**src/box_blur_3x3_rgb_core_macros.svh**
```systemverilog
// ---------------------------------------------------------------------------
// box_blur_3x3_rgb_core assertion macros
// Shared property wrappers: clocked on clock, disabled while reset is high.
// ---------------------------------------------------------------------------
`ifndef BOX_BLUR_3X3_RGB_CORE_MACROS_SVH
`define BOX_BLUR_3X3_RGB_CORE_MACROS_SVH

// Consequent must hold in the same cycle as the antecedent.
`define BB3_ASSERT_SAME(label, ante, cons, msg) \
   label: assert property (@(posedge clock) disable iff (reset) (ante) |-> (cons)) \
      else $error(msg);

// Consequent must hold in the cycle after the antecedent.
`define BB3_ASSERT_NEXT(label, ante, cons, msg) \
   label: assert property (@(posedge clock) disable iff (reset) (ante) |=> (cons)) \
      else $error(msg);

`endif

```
**src/bb3_pkg.sv**
```systemverilog
// ---------------------------------------------------------------------------
// bb3_pkg
// Types, constants and the rounded mean shared by the box blur blocks.
// ---------------------------------------------------------------------------
`default_nettype none

package bb3_pkg;

   localparam int PIX_W   = 8;
   localparam int FW_W    = 11;
   localparam int FH_W    = 13;
   localparam int CSR_W   = 13;
   localparam int CSR_IDX_W = 1;
   localparam int SUM_W   = 12;   // 9 * 255 fits
   localparam int NUM_W   = SUM_W + 1;
   localparam int COUNT_W = 4;

   // reciprocals for thirds and ninths, exact for dividends below 32768
   localparam int RECIP_SH = 16;
   localparam int PROD_W   = NUM_W + RECIP_SH;
   localparam logic [RECIP_SH-1:0] RECIP_3 = 16'd21846;
   localparam logic [RECIP_SH-1:0] RECIP_9 = 16'd7282;

   // register indexes
   localparam logic [CSR_IDX_W-1:0] REG_FRAME_WIDTH  = 1'd0;
   localparam logic [CSR_IDX_W-1:0] REG_FRAME_HEIGHT = 1'd1;

   // operation codes
   localparam logic OP_PIXEL = 1'b0;
   localparam logic OP_DRAIN = 1'b1;

   typedef struct packed {
      logic [PIX_W-1:0] red;
      logic [PIX_W-1:0] green;
      logic [PIX_W-1:0] blue;
   } rgb_type;

   typedef struct packed {
      logic [SUM_W-1:0] red;
      logic [SUM_W-1:0] green;
      logic [SUM_W-1:0] blue;
   } sum_type;

   // which neighbor rows and columns lie inside the frame
   typedef struct packed {
      logic top;
      logic bottom;
      logic left;
      logic right;
   } edge_mask_type;

   // (2*sum + count) / (2*count), halves round up; shift off the power of
   // two, then multiply by the reciprocal of the odd factor
   function automatic logic [PIX_W-1:0] round_mean(input logic [SUM_W-1:0] sum,
                                                   input logic [COUNT_W-1:0] count);
      logic [NUM_W-1:0]  num;
      logic [NUM_W-1:0]  quo;
      logic [PROD_W-1:0] prod;
      num  = {sum, 1'b0} + NUM_W'(count);
      prod = '0;
      quo  = '0;
      case (count)
         4'd1: begin
            quo = num >> 1;
         end
         4'd2: begin
            quo = num >> 2;
         end
         4'd3: begin
            prod = PROD_W'(num >> 1) * PROD_W'(RECIP_3);
            quo  = prod[RECIP_SH +: NUM_W];
         end
         4'd4: begin
            quo = num >> 3;
         end
         4'd6: begin
            prod = PROD_W'(num >> 2) * PROD_W'(RECIP_3);
            quo  = prod[RECIP_SH +: NUM_W];
         end
         4'd9: begin
            prod = PROD_W'(num >> 1) * PROD_W'(RECIP_9);
            quo  = prod[RECIP_SH +: NUM_W];
         end
         default: begin
            quo = '0;
         end
      endcase
      return quo[PIX_W-1:0];
   endfunction

endpackage

`default_nettype wire

```
**src/bb3_window.sv**
```systemverilog
// ---------------------------------------------------------------------------
// bb3_window
// 3x3 pixel window: shifts in one column per transfer and gives the masked
// per-channel sums and the neighbor count of the shifted window.
// ---------------------------------------------------------------------------
`default_nettype none

module bb3_window (
   input  logic                              clock,
   input  logic                              reset,
   input  logic                              shift_en,
   input  bb3_pkg::rgb_type                  col_top,
   input  bb3_pkg::rgb_type                  col_mid,
   input  bb3_pkg::rgb_type                  col_bot,
   input  bb3_pkg::edge_mask_type            mask,
   output bb3_pkg::sum_type                  sum_out,
   output logic [bb3_pkg::COUNT_W-1:0]       count_out
);

   bb3_pkg::rgb_type win_ff [3][3];
   bb3_pkg::rgb_type win_in [3][3];
   logic [2:0]       row_use;
   logic [2:0]       col_use;
   logic [1:0]       n_rows;
   logic [1:0]       n_cols;

   // shift left, new column enters on the right
   always_comb begin
      for (int r = 0; r < 3; r++) begin
         for (int c = 0; c < 2; c++) begin
            win_in[r][c] = win_ff[r][c+1];
         end
      end
      win_in[0][2] = col_top;
      win_in[1][2] = col_mid;
      win_in[2][2] = col_bot;
   end

   always_ff @(posedge clock) begin
      if (reset) begin
         for (int r = 0; r < 3; r++) begin
            for (int c = 0; c < 3; c++) begin
               win_ff[r][c] <= '0;
            end
         end
      end else if (shift_en) begin
         win_ff <= win_in;
      end
   end

   always_comb begin
      row_use = {mask.bottom, 1'b1, mask.top};
      col_use = {mask.right, 1'b1, mask.left};
      sum_out = '0;
      for (int r = 0; r < 3; r++) begin
         for (int c = 0; c < 3; c++) begin
            if (row_use[r] && col_use[c]) begin
               sum_out.red   = sum_out.red   + bb3_pkg::SUM_W'(win_in[r][c].red);
               sum_out.green = sum_out.green + bb3_pkg::SUM_W'(win_in[r][c].green);
               sum_out.blue  = sum_out.blue  + bb3_pkg::SUM_W'(win_in[r][c].blue);
            end
         end
      end
   end

   assign n_rows    = 2'd1 + 2'(mask.top) + 2'(mask.bottom);
   assign n_cols    = 2'd1 + 2'(mask.left) + 2'(mask.right);
   assign count_out = bb3_pkg::COUNT_W'(n_rows) * bb3_pkg::COUNT_W'(n_cols);

endmodule

`default_nettype wire

```
**config.mk**
```make
export PLATFORM = sky130hd
export DESIGN_NAME = bb3_window
export DESIGN_NICKNAME = d
export VERILOG_FILES = /design/src/box_blur_3x3_rgb_core_macros.svh /design/src/bb3_pkg.sv /design/src/bb3_window.sv
export SDC_FILE = /design/constraint.sdc
export NUM_CORES = 1
export LEC_CHECK = 0
export BUFFER_PORTS_ARGS = -buffer_cell sky130_fd_sc_hd__buf_2
export CAP_MARGIN = 0
export CORE_UTILIZATION = 57
export CTS_CLUSTER_DIAMETER = 100
export CTS_CLUSTER_SIZE = 8
export DETAILED_ROUTE_END_ITERATION = 8
export GPL_TIMING_DRIVEN = 0
export PLACE_DENSITY_LB_ADDON = 0.1
export SYNTH_ARGS = -nofsm -noshare
export SYNTH_HDL_FRONTEND = slang
export SYNTH_SLANG_ARGS = --single-unit
```
**constraint.sdc**
```tcl
create_clock -name clock -period 10.2 [get_ports clock]
set_input_delay 1.02 -clock clock [delete_from_list [all_inputs] [get_ports clock]]
set_output_delay 1.02 -clock clock [all_outputs]
set_load 0.02 [all_outputs]
```
==> flow_summary_export.csv <==
group,metric,value,unit
setup_path,critical_path_arrival,10.44,ns
placement,globalplace.congestion,0.916,
clock_tree,worstSkewPairLatency,0.44,ns
power_and_ir_drop,clockPowerShare,24.2,%
sta,relSlewSlack,21.0,%
floorplanning,die_w,170,um
logic_synthesis,yosys.area_share.simple,18.6,%
logic_synthesis,synth_top_family_by_area,"compound AO/OA/AOI/OAI gates",
logic_synthesis,syn_nets,2355,
logic_synthesis,syn_inst,2058,
clock_tree,cts_buffers,17,
logic_synthesis,synth.distinct_cells,88,
logic_synthesis,avgSynthCellArea,7.82,um2
cells_and_area,final_common_cell,"nor2_1",
sta,maxSlewViolCount,0,
power_and_ir_drop,switching_power,1.13,mW
global_route,grt_pass1_vias,15500,
setup_path,cp-start-kind,"primary input",
logic_synthesis,muxShareOfSynthArea,12.2,%
detailed_routing,vias,16300,
clock_tree,tritoncts,"built",
logic_synthesis,ys.warnings.count,0,
logic_synthesis,synth-adder-area-share,18.3,%
floorplanning,coreArea,27800,um2
floorplanning,rows,61,
global_route,grt_pass1_wl,76000,um
floorplanning,pin_count,119,
logic_synthesis,synth_xor_xnor_area_share,8.41,%
setup_path,critPathSlowestCell,"ha_1",
setup_path,path_class,"in -> out",
detailed_routing,drtPass1Iterations,6,
logic_synthesis,synth_flop_cell,"dfxtp_1",
cells_and_area,antenna_cells,0,
run_status,status,"complete, but fails checks",
clock_tree,postCtsHoldBufs,0,
global_route,grt_usage,33.1,%
clock_tree,clk_pin_slew_worst_paths,0.07,ns
power_and_ir_drop,combPwrFrac,53.7,%
sta,fmax,87.2,MHz
cells_and_area,largestRegisters,"win_ff (144)",
sta,holdWs,0.489,ns
clock_tree,clock-sinks,144,
sta,min_period_over_period,112,%
cells_and_area,syn_to_final_growth,24.6,%
setup_path,end_kind,"output pin",
sta,tightest_slew,1.18,ns
logic_synthesis,async_flop_share,0,%
run_status,failed_checks,"negative setup slack",
detailed_routing,routed_wl,50300,um
power_and_ir_drop,p_seq_share,22.1,%
power_and_ir_drop,sw_frac_of_total,40.5,%
sta,rsz0062_at_grt,"yes",
power_and_ir_drop,ir_drop,117,uV
logic_synthesis,ys_seq_area_share,17.9,%
logic_synthesis,synth_area_leaders,"dfxtp_1 18%, ha_1 15%, mux2i_1 11%",
floorplanning,die-area,28900,um2
logic_synthesis,synth_compound_area_share,19.9,%
detailed_routing,drc,0,
power_and_ir_drop,p_total,2.78,mW
setup_path,cp.required,9.18,ns
floorplanning,die_h,170,um
cells_and_area,largest_reg_flops,144,
flow_run,cap_violations,0,
setup_path,ff2ff_path_depth,2,
cells_and_area,nets,2612,
detailed_routing,vias_per_cell,6.04,
clock_tree,root_buffer,"clkbuf_16",
sta,min_period,11.46,ns
logic_synthesis,synth-seq-cells,144,
logic_synthesis,yosys.area.top_type,"dfxtp_1",
power_and_ir_drop,p_int,1.65,mW
cells_and_area,fillers,2197,
hold_path,min_path_cells,2,
placement,hpwl,35700,um
clock_tree,cts_max_path_buffers,2,
cells_and_area,drive_gt1_share,22.2,%
cells_and_area,ff_latch_area,2880,um2
sta,skew,0.00990,ns
detailed_routing,wire_per_inst,18.6,um
power_and_ir_drop,p_leak,9.39,nW
cells_and_area,final_cell_mix,"301 x nor2_1, 167 x ha_1, 164 x mux2i_1",
sta,finalHoldViolCount,0,
floorplanning,initial_core_util,57.9,%
global_route,grt_max_degree,17,
clock_tree,htree_levels,4,
cells_and_area,regMostFlops,"win_ff",
setup_path,cp_max_fo,4,
detailed_routing,drt-initial-drc-count,1092,
cells_and_area,multi_input_area,13600,um2
hold_path,hold_path_class,"reg -> reg",
setup_path,cpMostUsedCell,"xnor2_1",
global_route,grt_antenna_before_repair,1,
detailed_routing,ant_nets,0,
sta,setup_viol,18,
sta,setup_slack,-1.26,ns
global_route,grt-ovfl-total,0,
logic_synthesis,synth.cell_area,16100,um2
setup_path,slowest_delay,0.40,ns
logic_synthesis,synth_top_area_share,17.9,%
logic_synthesis,synth_edf_count,0,
power_and_ir_drop,powerDensity,139,nW/um2
placement,io_buffers,115,
power by group through the flow:
stage | Combinational [mW] | Clock (mW) | Sequential [mW]
floorplan | 0.905 | 0 | 0.617
global placement | 1.13 | 0 | 0.624
detailed placement | 1.16 | 0 | 0.625
CTS | 1.34 | 0.667 | 0.613
global route | 1.62 | 0.693 | 0.617
finish | 1.49 | 0.672 | 0.614
worst max-delay path, delay by kind of cell:
family                     cells  cell delay (ns)
and+or+nand+nor               10             1.68
buffers and inverters          8             0.87
muxes                          2             0.34
xor gates and xnor gates       8             1.42
adders and majority gates      8             2.49
AOI/OAI and AO/OA             15             2.58
final timing paths:
path	slack, ns	endpoint	from
max reg2reg	9.36	win_ff[146]	win_ff[146]
min reg2reg	0.49	win_ff[175]	win_ff[175]
max	-1.26	sum_out[11]	mask[3]
min	0.49	win_ff[175]	win_ff[175]
routing by layer:
layer | global-route usage (%) | wire [um] | up-vias
met5 | 0 | 13 | -
met3 | 4.14 | 2800 | 134
met2 | 57.5 | 24000 | 579
met1 | 41.8 | 21900 | 7838
li1 | - | - | 7785
met4 | 11.8 | 1550 | 2
metrics by stage:
| stage | TNS, ns | utilization [%] | std cells | area, um2 | setup slack [ns] |
|---|---|---|---|---|---|
| 6_report | -9.10 | 72.2 | 2706 | 20100 | -1.26 |
| 2_1_floorplan | -0.521 | - | 2058 | 16300 | -0.262 |
| 5_1_grt | -17.48 | 72.2 | 2706 | 20100 | -1.59 |
| 4_1_cts | -4.17 | 69.8 | 2673 | 19400 | -0.631 |
| 3_5_place_dp | -30.67 | 62.3 | 2551 | 17300 | -2.34 |
| 3_3_place_gp | -27.04 | 62.3 | 2551 | 17300 | -2.25 |
what timing repair did:
action / CTS / global route
setup buffers: 90 / 36
setup endpoints to repair: 31 / 23
endpoints found under the hold margin: 0 / 0
gates resized for setup: 196 / 94
pin swaps: 70 / 54
cells in the mapped netlist, types with 22 or more instances:
| cell | count |
|---|---|
| inv_1 | 128 |
| nor2_1 | 317 |
| clkbuf_1 | 53 |
| and3_1 | 29 |
| o21ai_0 | 116 |
| dfxtp_1 | 144 |
| fa_1 | 24 |
| a21oi_1 | 144 |
| a21o_1 | 38 |
| ha_1 | 194 |
| nand2b_1 | 31 |
| xnor2_1 | 95 |
| mux2_2 | 22 |
| nand2_1 | 125 |
| o31ai_1 | 26 |
| xor2_1 | 42 |
| o21a_1 | 35 |
| mux2i_1 | 170 |
| nor2b_1 | 33 |
cell type report:
class	count	share of cell area, %
inverter	129	2.43
multi-input combinational	1714	67.6
timing repair buffer	238	7.90
sequential	144	14.4
clock buffer	18	2.14
tap	378	2.36
clock inverter	14	0.836
buffer	71	2.31
logic make-up after synthesis:
group                    count (synthesis)
AND/OR/NAND/NOR                        652
AO/OA/AOI/OAI                          503
adder cells (fa/ha/maj)                221
buffers and inverters                  200
multiplexers                           193
XOR/XNOR                               145
flip-flops                             144
Note: power is estimated with default switching activity, not from simulation.
